<file path="src/hw/rtl/mtd_pkg.sv">
`default_nettype none

package mtd_pkg;

  typedef enum logic [1:0] {
    CFG_THRESHOLD     = 2'd0,
    CFG_WINDOW_US     = 2'd1,
    CFG_MIN_SPACING   = 2'd2,
    CFG_TAPS_REQUIRED = 2'd3
  } cfg_idx_e;

  localparam logic [15:0] THRESHOLD_RST     = 16'd512;      // 2.0 g in 8.8
  localparam logic [31:0] WINDOW_US_RST     = 32'd2000000;
  localparam logic [31:0] MIN_SPACING_RST   = 32'd100000;
  localparam logic [2:0]  TAPS_REQUIRED_RST = 3'd3;

  typedef struct packed {
    logic [15:0] threshold;
    logic [31:0] window_us;
    logic [31:0] min_spacing_us;
    logic [2:0]  taps_required;
  } cfg_t;

  typedef struct packed {
    logic       detected;
    logic [2:0] tap_count;
  } res_t;

endpackage

`default_nettype wire

</file>
<file path="src/hw/rtl/mtd_cfg_regs.sv">
`default_nettype none

module mtd_cfg_regs (
  input  wire logic              clk_i,
  input  wire logic              rst_ni,
  input  wire logic              cfg_valid_i,
  input  wire mtd_pkg::cfg_idx_e cfg_index_i,
  input  wire logic [31:0]       cfg_data_i,
  output mtd_pkg::cfg_t          cfg_o
);
  import mtd_pkg::*;

  cfg_t cfg_q;

  always_ff @(posedge clk_i or negedge rst_ni) begin
    if (!rst_ni) begin
      cfg_q.threshold      <= THRESHOLD_RST;
      cfg_q.window_us      <= WINDOW_US_RST;
      cfg_q.min_spacing_us <= MIN_SPACING_RST;
      cfg_q.taps_required  <= TAPS_REQUIRED_RST;
    end else if (cfg_valid_i) begin
      unique case (cfg_index_i)
        CFG_THRESHOLD:     cfg_q.threshold      <= cfg_data_i[15:0];
        CFG_WINDOW_US:     cfg_q.window_us      <= cfg_data_i;
        CFG_MIN_SPACING:   cfg_q.min_spacing_us <= cfg_data_i;
        CFG_TAPS_REQUIRED: cfg_q.taps_required  <= cfg_data_i[2:0];
      endcase
    end
  end

  assign cfg_o = cfg_q;

endmodule

`default_nettype wire

</file>
<file path="src/hw/rtl/mtd_tap_core.sv">
`default_nettype none

module mtd_tap_core (
  input  wire logic          clk_i,
  input  wire logic          rst_ni,
  input  wire logic          fire_i,
  input  wire mtd_pkg::cfg_t cfg_i,
  input  wire logic [15:0]   magnitude_i,
  input  wire logic [31:0]   time_us_i,
  output mtd_pkg::res_t      res_o
);
  import mtd_pkg::*;

  logic [2:0]  count_q, count_d;
  logic [31:0] first_q, first_d;
  logic [31:0] last_q, last_d;
  logic        above_q, above_d;

  logic [31:0] since_first;
  logic [31:0] since_last;
  logic [2:0]  count_live;
  logic [2:0]  count_inc;
  logic        is_above;
  logic        new_tap;
  logic        hit;

  always_comb begin
    // modulo 2^32 differences
    since_first = time_us_i - first_q;
    since_last  = time_us_i - last_q;
    count_live  = ((count_q != 3'd0) && (since_first > cfg_i.window_us)) ? 3'd0 : count_q;
    is_above    = magnitude_i > cfg_i.threshold;
    new_tap     = is_above && !above_q &&
                  ((count_live == 3'd0) || (since_last >= cfg_i.min_spacing_us));
    count_inc   = count_live + 3'd1;
    // taps_required of zero acts as one: any counted tap hits
    hit         = new_tap && (count_inc >= cfg_i.taps_required);

    if (hit) begin
      count_d = 3'd0;
    end else if (new_tap) begin
      count_d = count_inc;
    end else begin
      count_d = count_live;
    end
    first_d = (new_tap && (count_live == 3'd0)) ? time_us_i : first_q;
    last_d  = new_tap ? time_us_i : last_q;
    above_d = is_above;

    res_o.detected  = hit;
    res_o.tap_count = count_d;
  end

  always_ff @(posedge clk_i or negedge rst_ni) begin
    if (!rst_ni) begin
      count_q <= 3'd0;
      first_q <= 32'd0;
      last_q  <= 32'd0;
      above_q <= 1'b0;
    end else if (fire_i) begin
      count_q <= count_d;
      first_q <= first_d;
      last_q  <= last_d;
      above_q <= above_d;
    end
  end

endmodule

`default_nettype wire

</file>
<file path="src/hw/rtl/multi_tap_detector_top.sv">
// Multi-tap detector: counts rising threshold crossings of an acceleration
// magnitude and flags a detection when taps_required taps fall inside the
// window with at least min_spacing_us between counted taps.
// Input channel: in_valid_i/in_ready_o with in_magnitude_i and in_time_us_i.
// Output channel: out_valid_o/out_ready_i with out_detected_o and
// out_tap_count_o; exactly one result per input request, in order.
// Config channel: cfg_valid_i/cfg_ready_o, cfg_index_i selects threshold,
// window_us, min_spacing_us or taps_required; cfg_ready_o is always high.
// Write config only while no request is in flight.
// A request accepted into the input register passes the tap logic and
// is registered in the result register, which drives the output.
// Throughput: one request per cycle while the receiver keeps up, set by a
// single input register and a single result register around the tap logic.
// When the receiver stalls, the result holds and the input register
// still takes one request; in_ready_o then drops until the output drains.
// Reset clears the tap state, the pipeline valids and loads the register
// defaults (2.0 g, 2000000 us, 100000 us, 3 taps).
`default_nettype none

module multi_tap_detector_top (
  input  wire logic              clk_i,
  input  wire logic              rst_ni,
  input  wire logic              in_valid_i,
  output logic                   in_ready_o,
  input  wire logic [15:0]       in_magnitude_i,
  input  wire logic [31:0]       in_time_us_i,
  output logic                   out_valid_o,
  input  wire logic              out_ready_i,
  output logic                   out_detected_o,
  output logic [2:0]             out_tap_count_o,
  input  wire logic              cfg_valid_i,
  output logic                   cfg_ready_o,
  input  wire mtd_pkg::cfg_idx_e cfg_index_i,
  input  wire logic [31:0]       cfg_data_i
);
  import mtd_pkg::*;

  cfg_t        cfg;
  res_t        res;
  res_t        res_q;
  logic        in_valid_q;
  logic [15:0] mag_q;
  logic [31:0] time_q;
  logic        out_valid_q;
  logic        advance;
  logic        fire;

  assign advance     = !out_valid_q || out_ready_i;
  assign fire        = in_valid_q && advance;
  assign in_ready_o  = !in_valid_q || advance;
  assign cfg_ready_o = 1'b1;

  mtd_cfg_regs u_cfg (
    .clk_i       (clk_i),
    .rst_ni      (rst_ni),
    .cfg_valid_i (cfg_valid_i),
    .cfg_index_i (cfg_index_i),
    .cfg_data_i  (cfg_data_i),
    .cfg_o       (cfg)
  );

  always_ff @(posedge clk_i or negedge rst_ni) begin
    if (!rst_ni) begin
      in_valid_q  <= 1'b0;
      out_valid_q <= 1'b0;
    end else begin
      if (in_ready_o) begin
        in_valid_q <= in_valid_i;
      end
      if (advance) begin
        out_valid_q <= in_valid_q;
      end
    end
  end

  always_ff @(posedge clk_i) begin
    if (in_valid_i && in_ready_o) begin
      mag_q  <= in_magnitude_i;
      time_q <= in_time_us_i;
    end
    if (fire) begin
      res_q <= res;
    end
  end

  mtd_tap_core u_core (
    .clk_i       (clk_i),
    .rst_ni      (rst_ni),
    .fire_i      (fire),
    .cfg_i       (cfg),
    .magnitude_i (mag_q),
    .time_us_i   (time_q),
    .res_o       (res)
  );

  assign out_valid_o     = out_valid_q;
  assign out_detected_o  = res_q.detected;
  assign out_tap_count_o = res_q.tap_count;

endmodule

`default_nettype wire

</file>
<file path="config.mk">
export PLATFORM = sky130hd
export DESIGN_NAME = multi_tap_detector_top
export DESIGN_NICKNAME = d
export VERILOG_FILES = /design/src/hw/rtl/mtd_pkg.sv /design/src/hw/rtl/mtd_cfg_regs.sv /design/src/hw/rtl/mtd_tap_core.sv /design/src/hw/rtl/multi_tap_detector_top.sv
export SDC_FILE = /design/constraint.sdc
export NUM_CORES = 1
export LEC_CHECK = 0
export BUFFER_PORTS_ARGS = -buffer_cell sky130_fd_sc_hd__buf_2
export CAP_MARGIN = 20
export CELL_PAD_IN_SITES_DETAIL_PLACEMENT = 1
export CELL_PAD_IN_SITES_GLOBAL_PLACEMENT = 1
export CORE_MARGIN = 4
export CORE_UTILIZATION = 45
export CTS_BUF_LIST = sky130_fd_sc_hd__clkbuf_16
export CTS_CLUSTER_SIZE = 10
export DETAILED_ROUTE_END_ITERATION = 10
export PLACE_DENSITY = 0.8
export SYNTH_ARGS = -nofsm -noshare
export SYNTH_HDL_FRONTEND = slang
export SYNTH_SLANG_ARGS = --single-unit
export TNS_END_PERCENT = 1
</file>
<file path="constraint.sdc">
create_clock -name clk_i -period 8.39 [get_ports clk_i]
set_input_delay 0.839 -clock clk_i [delete_from_list [all_inputs] [get_ports clk_i]]
set_output_delay 0.839 -clock clk_i [all_outputs]
set_load 0.02 [all_outputs]
</file>
After elaboration in Yosys (flattened, before gate mapping) --
Cells that the tools add are included. W data, S select, Z words.
Operators by class: mux-type cells 3, reduce and logical (&&, ||, !) cells 22, $add $sub $neg 3, $lt $le $gt $ge 4, equal/unequal tests 3
Operator list (number):
- $sub A32 B32 Y32 | 2
- $ge A32 B32 Y1 | 1
- $gt A32 B32 Y1 | 1
- $gt A16 B16 Y1 | 1
- $reduce_and A2 Y1 | 6
- $mux W3 | 3
- $logic_and A1 B1 Y1 | 7
- $eq A2 B2 Y1 const B | 2
- $add A3 B1 Y3 const B | 1
- $ge A3 B3 Y1 | 1
- $logic_not A1 Y1 | 3
- $logic_not A3 Y1 | 1
- $logic_or A1 B1 Y1 | 3
- $reduce_bool A3 Y1 | 1
- $eq A2 B1 Y1 const B | 1
- $logic_not A2 Y1 | 1
Word-level totals: register bits 205, output and inout bits 7, logic and storage cells 49, input port bits 87

Longest topological paths before layout --
word-level depth 9, gate-level depth with buffers 29, gate-level depth less buffers 28

Cells and area by module --
Synthesis repeated with hierarchy kept, for this count alone.
Unflattened totals: cell total of the unflattened synthesis 1137, area total of the unflattened synthesis 12662.1 µm²
By module, submodules not included:
- mtd_tap_core | cells each 898, area each 7825.0 µm², sequential area each 1701.6 µm², instances 1
- mtd_cfg_regs | cells each 177, area each 3160.5 µm², sequential area each 2097.0 µm², instances 1
- multi_tap_detector_top | cells each 62, area each 1676.6 µm², sequential area each 1611.5 µm², instances 1

Least setup slack after synthesis --
OpenSTA, ideal clock, no wires.
path type reg2reg, from register time_q[0], to register res_q, in the netlist out_tap_count_o[1], data pin, data arrival time 5669 ps, setup time 146 ps, required time 8244 ps, slack 2575 ps, period minus slack after synthesis 5815 ps, stages on the path, launching flop included 29, buffers on the path 1, path through edfxtp_1 -> inv_1 -> ha_1 -> inv_1 -> fa_1 -> a211oi_1 -> nor2_1 -> o311a_1 -> o21ai_2 -> a41oi_1 -> a21o_1 -> a311o_1 -> a311oi_2 -> xnor2_1 -> ha_1 -> a2111oi_2 -> nand3_1 -> o22a_1 -> a221oi_2 -> a31oi_1 -> buf_2 -> nor2_1 -> ha_1 -> nand2b_1 -> a21o_1 -> a21o_1 -> or2_4 -> or3_1 -> a21oi_1
RTL lines:
- from (decl) | RTL line multi_tap_detector_top.sv:43 | logic [31:0] time_q;
- from (signal assigned) | RTL line multi_tap_detector_top.sv:79 | time_q <= in_time_us_i;
- to (signal assigned) | RTL line multi_tap_detector_top.sv:82 | res_q <= res;
- to (decl) | RTL line multi_tap_detector_top.sv:40 | res_t res_q;

Final worst setup path --
from register time_q[0], to register u_core.last_q[2]
On the way: longest elaborated chain between the ends 8, elaborated cells between the ends (all ways) 10, those cells by class add/sub (2); order compare (2); mux (1); reduce/logical (5)
Ends and longest elaborated chain:
- $sub A32 B32 Y32 | RTL line mtd_tap_core.sv:29 | since_first = time_us_i - first_q;
- $gt A32 B32 Y1 | RTL line mtd_tap_core.sv:31 | count_live = ((count_q != 3'd0) && (since_first > cfg_i.window_us)) ? 3'd0 : count_q;
- $logic_and A1 B1 Y1 | RTL line mtd_tap_core.sv:31
- $mux W3 | RTL line mtd_tap_core.sv:31
- $logic_not A3 Y1 | RTL line mtd_tap_core.sv:34 | ((count_live == 3'd0) || (since_last >= cfg_i.min_spacing_us));
- $logic_or A1 B1 Y1 (*) | RTL line mtd_tap_core.sv:34
- $logic_and A1 B1 Y1 (*) | RTL line mtd_tap_core.sv:33 | new_tap = is_above && !above_q &&
- $reduce_and A2 Y1 (no line) (*)
- to (signal assigned) | RTL line mtd_tap_core.sv:63 | last_q <= last_d;
- to (decl) | RTL line mtd_tap_core.sv:16 | logic [31:0] last_q, last_d;
Every way passes the cells marked *; elsewhere a longest branch is shown, timed or not. A chain may end at the register's enable or synchronous reset.

==> flow_metrics.env <==
export IMPL_cts_buffers=26
export IMPL_placed_cells=1668
export IMPL_skew_ns=0.0208
export IMPL_gp_congestion=0.870
export IMPL_grt_pass1_wl_um=53900
export IMPL_ys_ff_latch=205
export IMPL_viasPerCell=5.46
export IMPL_synth_largest_area_cell="dfrtp_1"
export IMPL_yosysSeqAreaShare=0.424
export IMPL_max_freq_mhz=150
export IMPL_path_cells="inv_1 -> ha_1 -> inv_1 -> fa_1 -> a211oi_1 -> nor2_1 -> o311a_1 -> o21ai_2 -> a41oi_1 -> a21o_1 -> a311o_1 -> a311oi_2 -> xnor2_1 -> ha_1 -> a2111oi_2 -> nand3_1 -> o22a_1 -> a221oi_2 -> a31oi_1 -> buf_4 -> o41ai_2 -> nand2b_2 -> mux2_2"
export IMPL_drv_cap=0
export IMPL_die_area_um2=31100
export IMPL_drt_total_wl_um=32700
export IMPL_synth_area_um2=12800
export IMPL_grt_pass1_vias=10400
export IMPL_post_dp_cell_area_um2=13600
export IMPL_cp_slowest_cell="nand2b_2"
export IMPL_finalCriticalPeriod_ns=6.66
export IMPL_cts_max_path_buffers=3
export IMPL_clk_pin_slew_ns=0.06
export IMPL_cts_root_buf="clkbuf_16"
export IMPL_synthFlopType="dfrtp_1"
export IMPL_setup_viol=0
export IMPL_grt_overflow_total=0
export IMPL_end_kind="flip-flop"
export IMPL_synth_edf_count=52
export IMPL_antenna_found_initial=0
export IMPL_fin_crit_sh=0.794
export IMPL_num_antenna_cells=0
export IMPL_clock_latency_ns=0.55
export IMPL_holdCritPathClass="input port to asynchronous set/reset pin"
export IMPL_start_kind="flip-flop"
export IMPL_synth_cells=1215
export IMPL_peakVddDrop_uv=184
export IMPL_p_leak_nw=6.74
export IMPL_grt_setup_unrepaired="false"
export IMPL_postCtsResizedCells=0
export IMPL_syn_mean_instance_area_um2=10.5
export IMPL_final_antenna_net_count=0
export IMPL_slew_headroom=0.309
export IMPL_cts_tree="done"
export IMPL_outcome="complete, no violations"
export IMPL_async_flop_share=0.746
export IMPL_hpwlAfterDp_um=24400
export IMPL_stdcell_area_um2=14400
export IMPL_finish_cell_count_without_fillers=1717
export IMPL_rows=61
export IMPL_die_w_um=176
export IMPL_ios=94
export IMPL_synth_top_area_share=0.269
export IMPL_cpPeakStageDelay_ns=0.91
export IMPL_global_route_usage_total=0.213
export IMPL_initial_utilization=0.458
export IMPL_ys_warn_count=0
export IMPL_die_h_um=176
export IMPL_p_per_area_nw_per_um2=377
export IMPL_synth_cell_type_count=69
export IMPL_cp_required_ns=8.81
export IMPL_postCtsHoldBufs=0
export IMPL_layout_drive_gt1_share=0.198
export IMPL_drv_slew=0
export IMPL_synthTopCellsByArea="dfrtp_1 27%, ha_1 14%, edfxtp_1 12%"
export IMPL_cts_setup_buffers=0
export IMPL_grt_max_degree=102
export IMPL_fp_coreArea_um2=27900
export IMPL_dp_slack_ns=1.63
export IMPL_htree_levels=1
export IMPL_synth_net_count=1449
export IMPL_hold_worst_slack_ns=0.437
export IMPL_finalHoldViolCount=0
export IMPL_drc=0
export IMPL_syn2layout_area_growth_pct=12.9
export IMPL_drtPass1Iterations=4
export IMPL_crit_type="flip-flop to flip-flop"
export IMPL_cts_sinks=205
export IMPL_drt_iter0_drc=435
export IMPL_wl_per_cell_um=19.1
export IMPL_fin_nets=1553
export IMPL_setup_ws_ns=1.73
export IMPL_setup_tns_ns=0
export IMPL_portBuffers=92
export IMPL_critical_path_arrival_ns=7.08
export IMPL_tightest_slew_ns=1.04
export IMPL_path_max_fanout=33
export IMPL_num_vias=9368
## layout make-up
type / count / area (µm²)
fill: 3132 / 13500
tap: 378 / 473
clock inverter: 22 / 103
sequential: 205 / 5410
clock buffer: 26 / 651
timing repair buffer: 100 / 527
inverter: 163 / 612
multi-input combinational: 823 / 6630
## cell usage after synthesis (16+ instances only)
library cell / n
mux2_1: 28
inv_1: 163
dfrtp_1: 137
o21ai_0: 70
a21o_1: 27
xnor2_1: 38
mux2_2: 102
a21oi_1: 66
nor2_1: 53
xor2_1: 20
dfstp_2: 16
edfxtp_1: 52
nand2_1: 69
nand3_1: 20
ha_1: 145
nand4_1: 18
## kinds of logic (layout without fill, tap and decap cells)
| family | after synthesis | in the layout | synth area share |
|---|---|---|---|
| compound gates | 262 | 262 | 0.134 |
| mux | 130 | 130 | 0.115 |
| xor+xnor | 58 | 58 | 0.0398 |
| flops | 205 | 205 | 0.424 |
| simple gates | 225 | 225 | 0.0841 |
| buf+inv | 187 | 311 | 0.0580 |
| other cells | 1 | 1 | 0.000294 |
| fa+ha+maj | 147 | 147 | 0.145 |
## stage by stage
step                      utilization  power, mW
after detailed placement        0.490       4.39
after global routing            0.517       5.93
after CTS                       0.517       5.46
final                           0.517       5.43
after floorplan                     -       3.61
after global placement          0.490       4.22
## layer usage
metal / GRT usage / vias to the layer above / routed length, µm
met3: 0.0310 / 46 / 1350
li1: - / 4522 / -
met1: 0.286 / 4645 / 15100
met4: 0.0516 / 0 / 644
met2: 0.365 / 155 / 15700
met5: 0 / - / 0
## sequential cells by signal (all words and copies together) (netlist names)
| signal | count |
|---|---|
| u_cfg.cfg_o | 83 |
| mag_q | 16 |
| out_valid_o | 1 |
| time_q | 32 |
| u_core.first_q | 32 |
| u_core.last_q | 32 |
| out_tap_count_o | 3 |
| in_valid_q | 1 |
| out_detected_o | 1 |
| u_core.above_q | 1 |
| u_core.count_q | 3 |
## critical path: cells and delay by family, from the launching register on
kind | cells | cell delay (ns)
compound gates | 12 | 3.28
simple gates | 3 | 1.12
fa+ha+maj | 3 | 0.82
mux | 1 | 0.43
buf+inv | 3 | 0.39
flops | 1 | 0.36
xor+xnor | 1 | 0.10
## cells in the final DEF, fill, tap and decap left out, types with 9 or more instances in the layout
cell	n
a211oi_1	14
a21o_1	27
a21oi_1	66
buf_2	91
clkbuf_16	26
dfrtp_1	137
dfstp_2	16
edfxtp_1	52
ha_1	145
inv_1	178
mux2_1	28
mux2_2	102
nand2_1	69
nand2b_1	14
nand3_1	20
nand4_1	18
nor2_1	53
nor2b_1	10
nor3_1	11
o211ai_1	9
o21a_1	15
o21ai_0	70
xnor2_1	38
xor2_1	20
## worst paths after layout
check,slack [ns],start,cells after the start,endpoint
max,1.73,time_q[0]$_DFFE_PP_,23,u_core.last_q[2]$_DFFE_PN0P_
min,0.44,rst_ni,1,u_core.last_q[18]$_DFFE_PN0P_
max reg2reg,1.73,time_q[0]$_DFFE_PP_,23,u_core.last_q[2]$_DFFE_PN0P_
min reg2reg,0.49,u_core.above_q$_DFFE_PN0P_,2,u_core.above_q$_DFFE_PN0P_
max in group asynchronous,6.69,rst_ni,2,u_cfg.cfg_o[71]$_DFFE_PN0P_
min in group clk_i,0.47,in_magnitude_i[7],1,mag_q[7]$_DFFE_PP_
## report_power, final
part | switching (mW) | leakage (nW) | internal, mW | total [mW]
Sequential | 0.156 | 2.31 | 1.31 | 1.47
Clock | 0.430 | 0.424 | 0.558 | 0.988
Combinational | 1.69 | 4.00 | 1.29 | 2.97
(Power assumes the default switching activity.)
